[src/rtl/core/fpr_pkg.sv]
// Package for the FIFO page replacement block: payload structs, event codes,
// chain token and frame write types, default sizes. No dependencies.
package fpr_pkg;

  localparam int MAX_FRAMES_DEF = 8;
  localparam int PAGE_BITS_DEF  = 16;

  localparam logic [3:0]  FRAMES_RST = 4'd3;
  localparam logic [15:0] CNT_MAX    = 16'hFFFF;

  typedef enum logic [1:0] {
    EV_HIT     = 2'd0,
    EV_FILL    = 2'd1,
    EV_REPLACE = 2'd2
  } event_t;

  typedef enum logic {
    ST_IDLE = 1'b0,
    ST_BUSY = 1'b1
  } state_t;

  typedef struct packed {
    logic [15:0] page_number;
    logic        last_reference;
  } page_req_t;

  typedef struct packed {
    logic [1:0]  event_res;
    logic [2:0]  frame_index;
    logic [15:0] evicted_page;
    logic [15:0] fault_total;
    logic [15:0] reference_total;
    logic        final_result;
  } page_res_t;

  // Flags of the lookup token walking down the cell chain
  typedef struct packed {
    logic vld;
    logic last;
    logic hit;
    logic free;
  } tok_ctl_t;

  // Frame update broadcast to all cells
  typedef struct packed {
    logic we;
    logic clr;
  } frm_wr_t;

endpackage

[src/rtl/core/fpr_cell.sv]
// One frame cell of the FIFO page replacement chain: holds a frame and
// passes the lookup token on to the next cell. Depends on fpr_pkg.
module fpr_cell #(
  parameter int IDX       = 0,
  parameter int IDX_W     = 3,
  parameter int CNT_W     = 4,
  parameter int PAGE_BITS = 16
) (
  input  logic                 clk,
  input  logic                 rst_n,
  input  logic                 adv,
  input  logic [CNT_W-1:0]     active_cnt,
  input  logic [IDX_W-1:0]     ptr_eff,
  input  fpr_pkg::frm_wr_t     wr,
  input  logic [IDX_W-1:0]     wr_idx,
  input  logic [PAGE_BITS-1:0] wr_page,
  input  fpr_pkg::tok_ctl_t    tk_i,
  input  logic [PAGE_BITS-1:0] page_i,
  input  logic [IDX_W-1:0]     hit_idx_i,
  input  logic [IDX_W-1:0]     free_idx_i,
  input  logic [PAGE_BITS-1:0] victim_i,
  output fpr_pkg::tok_ctl_t    tk_o,
  output logic [PAGE_BITS-1:0] page_o,
  output logic [IDX_W-1:0]     hit_idx_o,
  output logic [IDX_W-1:0]     free_idx_o,
  output logic [PAGE_BITS-1:0] victim_o
);
  import fpr_pkg::*;

  localparam logic [IDX_W-1:0] MY_IDX = IDX_W'(IDX);
  localparam logic [CNT_W-1:0] MY_CNT = CNT_W'(IDX);

  logic [PAGE_BITS-1:0] frm_page_r;
  logic                 frm_valid_r;

  tok_ctl_t             tk_r, tk_nxt;
  logic [PAGE_BITS-1:0] page_r;
  logic [IDX_W-1:0]     hit_idx_r, hit_idx_nxt;
  logic [IDX_W-1:0]     free_idx_r, free_idx_nxt;
  logic [PAGE_BITS-1:0] victim_r, victim_nxt;

  logic active;

  assign active = (active_cnt > MY_CNT);

  always_comb begin
    tk_nxt       = tk_i;
    hit_idx_nxt  = hit_idx_i;
    free_idx_nxt = free_idx_i;
    victim_nxt   = victim_i;
    if (active && frm_valid_r && (frm_page_r == page_i) && !tk_i.hit) begin
      tk_nxt.hit  = 1'b1;
      hit_idx_nxt = MY_IDX;
    end
    if (active && !frm_valid_r && !tk_i.free) begin
      tk_nxt.free  = 1'b1;
      free_idx_nxt = MY_IDX;
    end
    if (active && (ptr_eff == MY_IDX)) begin
      victim_nxt = frm_page_r;
    end
  end

  always_ff @(posedge clk) begin
    if (!rst_n) begin
      tk_r <= '0;
    end else if (adv) begin
      tk_r <= tk_nxt;
    end
  end

  always_ff @(posedge clk) begin
    if (adv) begin
      page_r     <= page_i;
      hit_idx_r  <= hit_idx_nxt;
      free_idx_r <= free_idx_nxt;
      victim_r   <= victim_nxt;
    end
  end

  always_ff @(posedge clk) begin
    if (!rst_n) begin
      frm_valid_r <= 1'b0;
    end else if (wr.clr) begin
      frm_valid_r <= 1'b0;
    end else if (wr.we && (wr_idx == MY_IDX)) begin
      frm_valid_r <= 1'b1;
    end
  end

  always_ff @(posedge clk) begin
    if (!wr.clr && wr.we && (wr_idx == MY_IDX)) begin
      frm_page_r <= wr_page;
    end
  end

  assign tk_o       = tk_r;
  assign page_o     = page_r;
  assign hit_idx_o  = hit_idx_r;
  assign free_idx_o = free_idx_r;
  assign victim_o   = victim_r;

endmodule

[src/rtl/core/fifo_page_replacement.sv]
// Top level of the FIFO page replacement block: cell chain plus commit logic.
// Depends on fpr_pkg and fpr_cell.
//
// Usage:
//   in_*  : one page reference per transaction (page_number, last_reference).
//   out_* : one result per reference (event, frame, victim, running totals).
//   cfg_* : writes frames_in_use (low 4 bits of cfg_data); a write also
//           empties all frames and clears pointer and counters.
// A reference walks the row of MAX_FRAMES cells, one cell per cycle; each
// cell compares against its frame, notes the first free frame and grabs the
// victim page at the oldest-entry pointer. The token then commits: the frame
// row, pointer and counters are updated and the result is registered.
// Only one reference is in the cell chain at a time; a new reference is
// taken while the previous result still waits in the output register.
// Reset: all frames empty, pointer and counters zero, frames_in_use = 3.
// Receiver stall: the token parks in the last cell until the output register
// frees up; in_ready stays low meanwhile. A reference with last_reference
// set returns the final totals and then restarts the run.
module fifo_page_replacement #(
  parameter int MAX_FRAMES = fpr_pkg::MAX_FRAMES_DEF,
  parameter int PAGE_BITS  = fpr_pkg::PAGE_BITS_DEF
) (
  input  logic               clk,
  input  logic               rst_n,
  input  logic               in_valid,
  output logic               in_ready,
  input  fpr_pkg::page_req_t in_data,
  output logic               out_valid,
  input  logic               out_ready,
  output fpr_pkg::page_res_t out_data,
  input  logic               cfg_valid,
  output logic               cfg_ready,
  input  logic [3:0]         cfg_data
);
  import fpr_pkg::*;

  localparam int IDX_W = (MAX_FRAMES > 1) ? $clog2(MAX_FRAMES) : 1;
  localparam int CNT_W = $clog2(MAX_FRAMES + 1);

  // control state
  state_t         state_r, state_nxt;
  logic [3:0]     frames_r, frames_nxt;
  logic [IDX_W-1:0] ptr_r, ptr_nxt;
  logic [15:0]    fault_r, fault_nxt;
  logic [15:0]    ref_r, ref_nxt;
  logic           out_valid_r, out_valid_nxt;
  page_res_t      out_data_r, out_data_nxt;

  logic in_acc, cfg_acc, commit, adv;
  logic [CNT_W-1:0] n_act;
  logic [IDX_W-1:0] ptr_eff;
  logic [31:0]      ptr_inc;

  // frame write broadcast
  frm_wr_t              wr;
  logic [IDX_W-1:0]     wr_idx;
  logic [PAGE_BITS-1:0] wr_page;

  // chain taps; slot 0 feeds the first cell
  tok_ctl_t             tk   [MAX_FRAMES+1];
  logic [PAGE_BITS-1:0] pg   [MAX_FRAMES+1];
  logic [IDX_W-1:0]     hidx [MAX_FRAMES+1];
  logic [IDX_W-1:0]     fidx [MAX_FRAMES+1];
  logic [PAGE_BITS-1:0] vic  [MAX_FRAMES+1];
  logic [MAX_FRAMES-1:0] tok_vld_vec;

  tok_ctl_t             tail;
  logic [IDX_W-1:0]     where;
  logic [1:0]           ev;
  logic [PAGE_BITS-1:0] victim;

  assign in_acc  = in_valid && in_ready;
  assign cfg_acc = cfg_valid && cfg_ready;

  // Active frame count: zero acts as one, oversize clamps to the row length
  always_comb begin
    if (frames_r == '0) begin
      n_act = CNT_W'(1);
    end else if (32'(frames_r) > 32'(MAX_FRAMES)) begin
      n_act = CNT_W'(MAX_FRAMES);
    end else begin
      n_act = CNT_W'(frames_r);
    end
  end

  // Stale pointer (beyond the active frames) wraps to frame 0
  assign ptr_eff = (32'(ptr_r) >= 32'(n_act)) ? '0 : ptr_r;
  assign ptr_inc = 32'(ptr_eff) + 32'd1;

  // Input side of the chain
  always_comb begin
    tk[0]      = '0;
    tk[0].vld  = in_acc;
    tk[0].last = in_data.last_reference;
    pg[0]      = PAGE_BITS'(in_data.page_number);
    hidx[0]    = '0;
    fidx[0]    = '0;
    vic[0]     = '0;
  end

  assign tail   = tk[MAX_FRAMES];
  assign commit = tail.vld && (!out_valid_r || out_ready);
  assign adv    = !tail.vld || commit;

  generate
    for (genvar g = 0; g < MAX_FRAMES; g++) begin : g_cell
      fpr_cell #(
        .IDX       (g),
        .IDX_W     (IDX_W),
        .CNT_W     (CNT_W),
        .PAGE_BITS (PAGE_BITS)
      ) u_cell (
        .clk        (clk),
        .rst_n      (rst_n),
        .adv        (adv),
        .active_cnt (n_act),
        .ptr_eff    (ptr_eff),
        .wr         (wr),
        .wr_idx     (wr_idx),
        .wr_page    (wr_page),
        .tk_i       (tk[g]),
        .page_i     (pg[g]),
        .hit_idx_i  (hidx[g]),
        .free_idx_i (fidx[g]),
        .victim_i   (vic[g]),
        .tk_o       (tk[g+1]),
        .page_o     (pg[g+1]),
        .hit_idx_o  (hidx[g+1]),
        .free_idx_o (fidx[g+1]),
        .victim_o   (vic[g+1])
      );
      assign tok_vld_vec[g] = tk[g+1].vld;
    end
  endgenerate

  // Resolve the finished lookup
  always_comb begin
    if (tail.hit) begin
      ev     = EV_HIT;
      where  = hidx[MAX_FRAMES];
      victim = '0;
    end else if (tail.free) begin
      ev     = EV_FILL;
      where  = fidx[MAX_FRAMES];
      victim = '0;
    end else begin
      ev     = EV_REPLACE;
      where  = ptr_eff;
      victim = vic[MAX_FRAMES];
    end
  end

  // Next state
  always_comb begin
    state_nxt = state_r;
    case (state_r)
      ST_IDLE: begin
        if (in_acc) state_nxt = ST_BUSY;
      end
      ST_BUSY: begin
        if (commit) state_nxt = ST_IDLE;
      end
      default: state_nxt = ST_IDLE;
    endcase
  end

  // Handshake outputs
  always_comb begin
    in_ready  = 1'b0;
    cfg_ready = 1'b0;
    case (state_r)
      ST_IDLE: begin
        in_ready  = !cfg_valid;
        cfg_ready = 1'b1;
      end
      ST_BUSY: begin
        in_ready  = 1'b0;
        cfg_ready = 1'b0;
      end
      default: begin
        in_ready  = 1'b0;
        cfg_ready = 1'b0;
      end
    endcase
  end

  // Commit: frame update, pointer, counters, result register
  always_comb begin
    frames_nxt    = frames_r;
    ptr_nxt       = ptr_r;
    fault_nxt     = fault_r;
    ref_nxt       = ref_r;
    out_valid_nxt = out_valid_r;
    out_data_nxt  = out_data_r;
    wr            = '0;
    wr_idx        = where;
    wr_page       = pg[MAX_FRAMES];

    if (out_valid_r && out_ready) out_valid_nxt = 1'b0;

    if (cfg_acc) begin
      frames_nxt = cfg_data;
      ptr_nxt    = '0;
      fault_nxt  = '0;
      ref_nxt    = '0;
      wr.clr     = 1'b1;
    end else if (commit) begin
      if (!tail.hit && (fault_r != CNT_MAX)) fault_nxt = fault_r + 16'd1;
      if (ref_r != CNT_MAX) ref_nxt = ref_r + 16'd1;
      if (!tail.hit && !tail.free) begin
        ptr_nxt = (ptr_inc >= 32'(n_act)) ? '0 : IDX_W'(ptr_inc);
      end
      wr.we = !tail.hit;

      out_valid_nxt                = 1'b1;
      out_data_nxt.event_res       = ev;
      out_data_nxt.frame_index     = 3'(where);
      out_data_nxt.evicted_page    = 16'(victim);
      out_data_nxt.fault_total     = fault_nxt;
      out_data_nxt.reference_total = ref_nxt;
      out_data_nxt.final_result    = tail.last;

      // end of reference string: start a fresh run
      if (tail.last) begin
        ptr_nxt   = '0;
        fault_nxt = '0;
        ref_nxt   = '0;
        wr.clr    = 1'b1;
      end
    end
  end

  always_ff @(posedge clk) begin
    if (!rst_n) begin
      state_r     <= ST_IDLE;
      frames_r    <= FRAMES_RST;
      ptr_r       <= '0;
      fault_r     <= '0;
      ref_r       <= '0;
      out_valid_r <= 1'b0;
    end else begin
      state_r     <= state_nxt;
      frames_r    <= frames_nxt;
      ptr_r       <= ptr_nxt;
      fault_r     <= fault_nxt;
      ref_r       <= ref_nxt;
      out_valid_r <= out_valid_nxt;
    end
  end

  always_ff @(posedge clk) begin
    out_data_r <= out_data_nxt;
  end

  assign out_valid = out_valid_r;
  assign out_data  = out_data_r;

  // Checks
  a_walk_len: assert property (@(posedge clk) disable iff (!rst_n)
    in_acc |-> ##MAX_FRAMES tail.vld)
    else $error("lookup token did not reach chain end on time");

  a_one_token: assert property (@(posedge clk) disable iff (!rst_n)
    $countones(tok_vld_vec) <= 1)
    else $error("more than one lookup token in the chain");

  a_fault_le_ref: assert property (@(posedge clk) disable iff (!rst_n)
    fault_r <= ref_r)
    else $error("fault count exceeds reference count");

  a_last_clears: assert property (@(posedge clk) disable iff (!rst_n)
    (commit && tail.last) |=> (ref_r == '0 && fault_r == '0 && ptr_r == '0))
    else $error("run state not cleared after final reference");

  a_busy_no_input: assert property (@(posedge clk) disable iff (!rst_n)
    (state_r == ST_BUSY) |-> (!in_ready && !cfg_ready))
    else $error("new transaction taken during a lookup");

endmodule
[config.mk]
export PLATFORM = sky130hd
export DESIGN_NAME = fifo_page_replacement
export DESIGN_NICKNAME = d
export VERILOG_FILES = /design/src/rtl/core/fpr_pkg.sv /design/src/rtl/core/fpr_cell.sv /design/src/rtl/core/fifo_page_replacement.sv
export SDC_FILE = /design/constraint.sdc
export NUM_CORES = 1
export LEC_CHECK = 0
export BUFFER_PORTS_ARGS = -buffer_cell sky130_fd_sc_hd__buf_2
export CAP_MARGIN = 0
export CORE_AREA = 2 2 197 199
export DETAILED_ROUTE_END_ITERATION = 8
export DIE_AREA = 0 0 199 201
export PLACE_DENSITY = 0.78
export SLEW_MARGIN = 20
export SYNTH_ARGS = -nofsm -noshare
export SYNTH_HDL_FRONTEND = slang
export SYNTH_SLANG_ARGS = --single-unit
[constraint.sdc]
create_clock -name clk -period 16.3 [get_ports clk]
set_input_delay 1.63 -clock clk [delete_from_list [all_inputs] [get_ports clk]]
set_output_delay 1.63 -clock clk [all_outputs]
set_load 0.05 [all_outputs]
== Word-level counts from Yosys, hierarchy flattened ==
Index checks and enable logic that the tools add are counted.

* ROM bits: 0
* Flip-flop bits (word level): 553
* RAM bits: 0
* Latch bits: 0
* Output and inout bits: 57
* Memories kept: 0

* Equality and inequality tests: 24
* $lt $le $gt $ge: 11
* Add/subtract/negate cells: 3
* Reductions and logical operators: 108
* Bitwise logic cells: 3
* Mux-type cells: 48
* Divide/modulo/power cells: 0
* $mul: 0
* Shifts and indexed selects: 0

{| class="wikitable"
|+ Operator list
! operator !! number
|-
| $mux 16 || 11
|-
| $eq 16x16->1 || 8
|-
| $logic_and 1x1->1 || 69
|-
| $add 16x1->16 const B || 2
|-
| $ne 16x16->1 const B || 2
|-
| $logic_not 1->1 || 28
|-
| $eq 3x3->1 const B || 8
|-
| $mux 1 || 24
|-
| $mux 3 || 6
|-
| $gt 4x3->1 const B || 4
|-
| $eq 3x2->1 const B || 4
|-
| $gt 4x1->1 const B || 2
|-
| $gt 4x2->1 const B || 2
|-
| $mux 4 || 2
|-
| $eq 3x1->1 const B || 2
|-
| $logic_not 3->1 || 2
|-
| $pmux 1 s2 || 3
|-
| $reduce_or 2->1 || 3
|-
| $add 3x1->4 const B || 1
|-
| $ge 3x4->1 || 1
|-
| $ge 4x4->1 || 1
|-
| $gt 4x4->1 const B || 1
|-
| $logic_not 4->1 || 1
|-
| $mux 2 || 2
|-
| 4 further kinds || 8
|}

== Logic depth before layout (Yosys ltp) ==
* Word-level depth: 10
* Gate-level depth with buffers: 16
* Mapped depth without buffers: 15

== By module ==
A second synthesis with hierarchy kept.

* Cells, all modules: 1481
* Area, all modules: 23140.9 µm²

{| class="wikitable"
|+ By module, submodules not included
! module !! times used !! cells each !! area an instance (µm²)
|-
| fifo_page_replacement || 1 || 461 || 4638.2
|-
| fpr_cell (g_cell[4].u_cell) || 1 || 129 || 2336.0
|-
| fpr_cell (g_cell[2].u_cell) || 1 || 129 || 2331.0
|-
| fpr_cell (g_cell[1].u_cell) || 1 || 129 || 2328.5
|-
| fpr_cell (g_cell[7].u_cell) || 1 || 124 || 2324.7
|-
| fpr_cell (g_cell[0].u_cell) || 1 || 128 || 2323.5
|-
| fpr_cell (g_cell[6].u_cell) || 1 || 127 || 2293.4
|-
| fpr_cell (g_cell[3].u_cell) || 1 || 127 || 2284.7
|-
| fpr_cell (g_cell[5].u_cell) || 1 || 127 || 2280.9
|}

== Least setup slack after synthesis ==
OpenSTA, ideal clock, no wires.

* Kind: input port to flip-flop
* From: input out_ready
* To: register g_cell[1].u_cell.tk_r (netlist bit g_cell[1].u_cell.tk_o[1])
* Cell stages on the path: 5
* Path buffers: 1
* Setup slack: 5.431 ns
* Arrival time: 10.367 ns
* Library setup time: 0.501 ns
* Path through: nand2b_1 nor2_1 inv_1 clkbuf_1 a31oi_1

* Longest elaborated chain between the ends: 3

{| class="wikitable"
|+ Ends and longest elaborated chain
! element !! line !! source
|-
| start, declared || fifo_page_replacement.sv:29 || <nowiki>input logic out_ready,</nowiki>
|-
| $logic_or 1x1->1 || fifo_page_replacement.sv:102 || <nowiki>assign commit = tail.vld && (!out_valid_r || out_ready);</nowiki>
|-
| $logic_and 1x1->1 || fifo_page_replacement.sv:102 ||
|-
| $logic_or 1x1->1 || fifo_page_replacement.sv:103 || <nowiki>assign adv = !tail.vld || commit;</nowiki>
|-
| net adv || fifo_page_replacement.sv:49 || <nowiki>logic in_acc, cfg_acc, commit, adv;</nowiki>
|-
| end signal, assigned || fpr_cell.sv:68 || <nowiki>tk_r <= tk_nxt;</nowiki>
|-
| end, declared || fpr_cell.sv:36 || <nowiki>tok_ctl_t tk_r, tk_nxt;</nowiki>
|}

The timed path passes the listed nets, and every way through them passes these cells.
A chain may end at the register's enable or synchronous reset.

== Final worst setup path ==
* From: register frames_r[3]
* To: register g_cell[0].u_cell.frm_page_r[6], enable pin

* Longest elaborated chain between the ends: 9
* Elaborated cells on any way between the ends: 10
* Classes of those cells: 2 x order compare; 5 x mux; 3 x reduce/logical

{| class="wikitable"
|+ Ends and longest elaborated chain
! element !! line !! source
|-
| start, declared || fifo_page_replacement.sv:42 || <nowiki>logic [3:0] frames_r, frames_nxt;</nowiki>
|-
| start signal, assigned || fifo_page_replacement.sv:243 || <nowiki>frames_r <= frames_nxt;</nowiki>
|-
| $gt 4x4->1 || fifo_page_replacement.sv:79 || <nowiki>end else if (32'(frames_r) > 32'(MAX_FRAMES)) begin</nowiki>
|-
| $mux 4 || fifo_page_replacement.sv:79 ||
|-
| $mux 4 (*) || fifo_page_replacement.sv:77 || <nowiki>if (frames_r == '0) begin</nowiki>
|-
| $ge 3x4->1 (*) || fifo_page_replacement.sv:87 || <nowiki>assign ptr_eff = (32'(ptr_r) >= 32'(n_act)) ? '0 : ptr_r;</nowiki>
|-
| $mux 3 (*) || fifo_page_replacement.sv:87 ||
|-
| $mux 3 (*) || fifo_page_replacement.sv:142 || <nowiki>end else if (tail.free) begin</nowiki>
|-
| $mux 3 (*) || fifo_page_replacement.sv:138 || <nowiki>if (tail.hit) begin</nowiki>
|-
| net g_cell[0].u_cell.wr_idx[0] || fpr_cell.sv:15 || <nowiki>input logic [IDX_W-1:0] wr_idx,</nowiki>
|-
| $logic_not 3->1 (*) || fpr_cell.sv:92 || <nowiki>if (!wr.clr && wr.we && (wr_idx == MY_IDX)) begin</nowiki>
|-
| $logic_and 1x1->1 (*) || fpr_cell.sv:92 ||
|-
| end signal, assigned || fpr_cell.sv:93 || <nowiki>frm_page_r <= wr_page;</nowiki>
|-
| end, declared || fpr_cell.sv:33 || <nowiki>logic [PAGE_BITS-1:0] frm_page_r;</nowiki>
|}

Mark *: on every way through the listed nets, which the timed path passes. The rest lies on a longest branch.

==> flow_summary.json <==
{
  "clk-insertion-delay-late_ns": 0.63,
  "drive_gt1_frac": 0.224,
  "synth.avg_cell_area_um2": 15.5,
  "drt-total-wl_um": 42600,
  "crit_chain": "inv_1, nand2_1, ha_1, nand2_1, o2111ai_1, a41o_1, clkinv_1, nor3_4",
  "ir_worst_vdd_v": 0.000125,
  "finClkSkew_ns": 0.0528,
  "r2r_start": "frames_r[3]",
  "top_layer": "met4",
  "dr_total_vias": 11800,
  "p_sw_mw": 0.600,
  "synth-main-ff-cell": "edfxtp_1",
  "grt_pass1_wl_um": 66200,
  "end_kind": "register",
  "start_util": 0.580,
  "critPathKind": "register to register",
  "grt_pass1_vias": 12000,
  "dpl.hpwl_um": 28300,
  "clk_path_buf_depth": 3,
  "rsz0062_at_grt": "no",
  "rr_worst_depth": 8,
  "drc_errors": 0,
  "synth_area_leaders": "edfxtp_1 (64%), dfxtp_1 (7.3%), mux2_2 (6.0%)",
  "ff2ff_setup_slack_ns": 12.32,
  "routedWlPerCell_um": 20.4,
  "tritoncts": "done",
  "htree_levels": 2,
  "power_per_cell_area_nw_per_um2": 116,
  "synth_warnings": 0,
  "die-area_um2": 40000,
  "cp_common_cell": "nand2_1",
  "m1WireLength_um": 18000,
  "crit_start": "frames_r[3]",
  "grt_overflow": 0,
  "grt_max_degree": 167,
  "netSwitchingFraction": 0.208,
  "cts_hold_buf": 0,
  "setup_viol": 0,
  "seq_area_frac_synth": 0.715,
  "drt_first_pass_iters": 5,
  "hold_path_depth": 0,
  "fin_nets": 1567,
  "maxCapViolCount": 0,
  "multi_input_area_um2": 6070,
  "gp_congestion": 0.847,
  "outcome": "finished clean",
  "die_y_um": 201,
  "finalHoldViolCount": 0,
  "routed-wl-met2_um": 21200,
  "cts_made_buffers": 53,
  "yosysTopAreaCell": "edfxtp_1",
  "cts_setup_buffers": 0,
  "seqCellArea_um2": 15800,
  "io_pins": 83,
  "start_kind": "register",
  "async_reset_ff_frac": 0,
  "total_power_mw": 2.89,
  "slew_headroom": 0.233,
  "antenna_left": 0,
  "syn_area_um2": 22100,
  "slowest_stage": "nor3_4",
  "synth_edf_count": 472,
  "cts_resized": 0,
  "cp.required_ns": 16.52,
  "die_w_um": 199,
  "core-area_um2": 38100,
  "gr-usage-all-layers": 0.217,
  "placementRows": 72,
  "fillers": 2609,
  "drt_iter0_markers": 1018,
  "power_frac_comb": 0.022,
  "arrival_ns": 4.20,
  "cts.sinks": 553,
  "cts-root-buf": "clkbuf_16",
  "hold_start": "g_cell[2].u_cell.page_o[0]",
  "clkPwrFrac": 0.431,
  "r2r-end": "g_cell[0].u_cell.frm_page_r[6]",
  "period_needed_ns": 3.98,
  "fin_crit_sh": 0.244,
  "synth.most_common_cell": "edfxtp_1",
  "intPower_mw": 2.29,
  "tns_ns": 0,
  "p_leak_nw": 8.94,
  "crit_fanout": 16,
  "diodes": 0,
  "min_to": "g_cell[3].u_cell.page_o[0]",
  "area_growth_pct": 12.8,
  "drv_slew": 0,
  "io_buffer_count": 82,
  "syn_inst": 1425,
  "worst_pin_slew_ns": 1.15,
  "hold_path_class": "register to register",
  "power_frac_seq": 0.547,
  "ys_ff_latch": 553,
  "synth_nets": 1466,
  "clock.fmax_ghz": 0.251,
  "antenna_found_initial": 0,
  "wl_met3_um": 2330,
  "avgViaCountPerCell": 5.67,
  "slowest_delay_ns": 0.83,
  "netlist.area_leader.share": 0.641,
  "yosysUniqueCellTypes": 75,
  "synth_commonest_cells": "edfxtp_1 (472), mux2_2 (117), nand2_1 (84)",
  "path_clk_slew_ns": 0.07
}
==> registers in the layout, indices dropped and copies added, names as in the netlist <==
signal / count
g_cell.u_cell.frm_page_r: 128
ptr_r: 3
g_cell.u_cell.tk_o: 32
ref_r: 16
frames_r: 4
g_cell.u_cell.page_o: 128
g_cell.u_cell.hit_idx_o: 17
g_cell.u_cell.free_idx_o: 17
g_cell.u_cell.frm_valid_r: 8
out_data: 54
out_valid: 1
fault_r: 16
state_r: 1
g_cell.u_cell.victim_o: 128
==> layout make-up <==
cell class / count / area share
clock inverter: 37 / 0.0166
clock buffer: 63 / 0.0555
sequential: 553 / 0.634
inverter: 27 / 0.00437
multi-input combinational: 799 / 0.244
tap: 518 / 0.0260
timing repair buffer: 92 / 0.0200
==> stage by stage <==
step           utilization  area, µm²  worst slack, ns  instances  hold slack, ns
6_report             0.654      24900            12.32       2089           0.447
5_1_grt              0.654      24900            12.13       2089           0.450
4_1_cts              0.653      24900            12.26       2089           0.436
3_5_place_dp         0.606      23100            11.77       1989           0.457
3_3_place_gp         0.606      23100            11.87       1989           0.450
2_1_floorplan            -      22100             5.43       1425           0.406
==> cells by family (layout without fill, tap and decap cells) <==
logic type | Yosys count | after routing | synth area share
flops | 553 | 553 | 0.715
simple gates | 368 | 368 | 0.0943
xor+xnor | 150 | 150 | 0.0595
compound gates | 146 | 146 | 0.0475
mux | 120 | 120 | 0.0610
buf+inv | 73 | 219 | 0.0145
fa+ha+maj | 15 | 15 | 0.00849
==> worst max-delay path by stage <==
stage	end	cells past startpoint
2_1_floorplan	g_cell[1].u_cell.tk_o[1]	5
3_3_place_gp	g_cell[0].u_cell.frm_page_r[9]	6
3_5_place_dp	g_cell[2].u_cell.frm_page_r[9]	6
4_1_cts	g_cell[2].u_cell.frm_page_r[5]	8
5_1_grt	g_cell[0].u_cell.frm_page_r[6]	8
6_report	g_cell[0].u_cell.frm_page_r[6]	8
==> layer usage <==
| layer | up-vias | global-route usage |
|---|---|---|
| met1 | 5829 | 0.286 |
| met4 | 0 | 0.0725 |
| li1 | 5546 | - |
| met3 | 84 | 0.0422 |
| met5 | - | 0 |
| met2 | 381 | 0.361 |
==> cell usage in the layout (no fill, tap or decap), types with 6 or more instances in the layout <==
cell type   instances
mux2_2            117
nand3_1            28
buf_2              82
nor3_1             30
nor2_1             43
a21boi_0           18
nor4_1             20
and2_1             36
and3_1              7
a32o_1              6
nor2b_1            11
xor2_1             73
clkbuf_16          53
o31ai_1             7
dfxtp_1            81
a31oi_1            14
nand2_1            84
inv_1              25
o21a_1              7
ha_1               15
nand4_1            23
bufinv_16           6
clkinv_1           12
edfxtp_1          472
clkbuf_1            8
or3_1              11
buf_4               9
or2_2              20
a22o_1             10
clkinvlp_4          6
o21ai_0            23
xnor2_1            77
clkinv_2            8
a21oi_1            26
==> critical path: cells and delay by family (launching register included) <==
family / cells / cell delay, ns
AND/OR/NAND/NOR: 3 / 1.09
adder cells (fa/ha/maj): 1 / 0.18
buffers and inverters: 2 / 0.88
AO/OA/AOI/OAI: 2 / 0.82
flip-flops: 1 / 0.63
==> power groups by stage <==
stage	sequential (mW)	clock, mW	combinational (mW)
2_1_floorplan	1.60	0	0.0431
3_3_place_gp	1.61	0	0.0600
3_5_place_dp	1.61	0	0.0623
4_1_cts	1.58	1.27	0.0631
5_1_grt	1.58	1.32	0.0690
6_report	1.58	1.25	0.0631
Note: power is estimated with default switching activity, not from simulation.
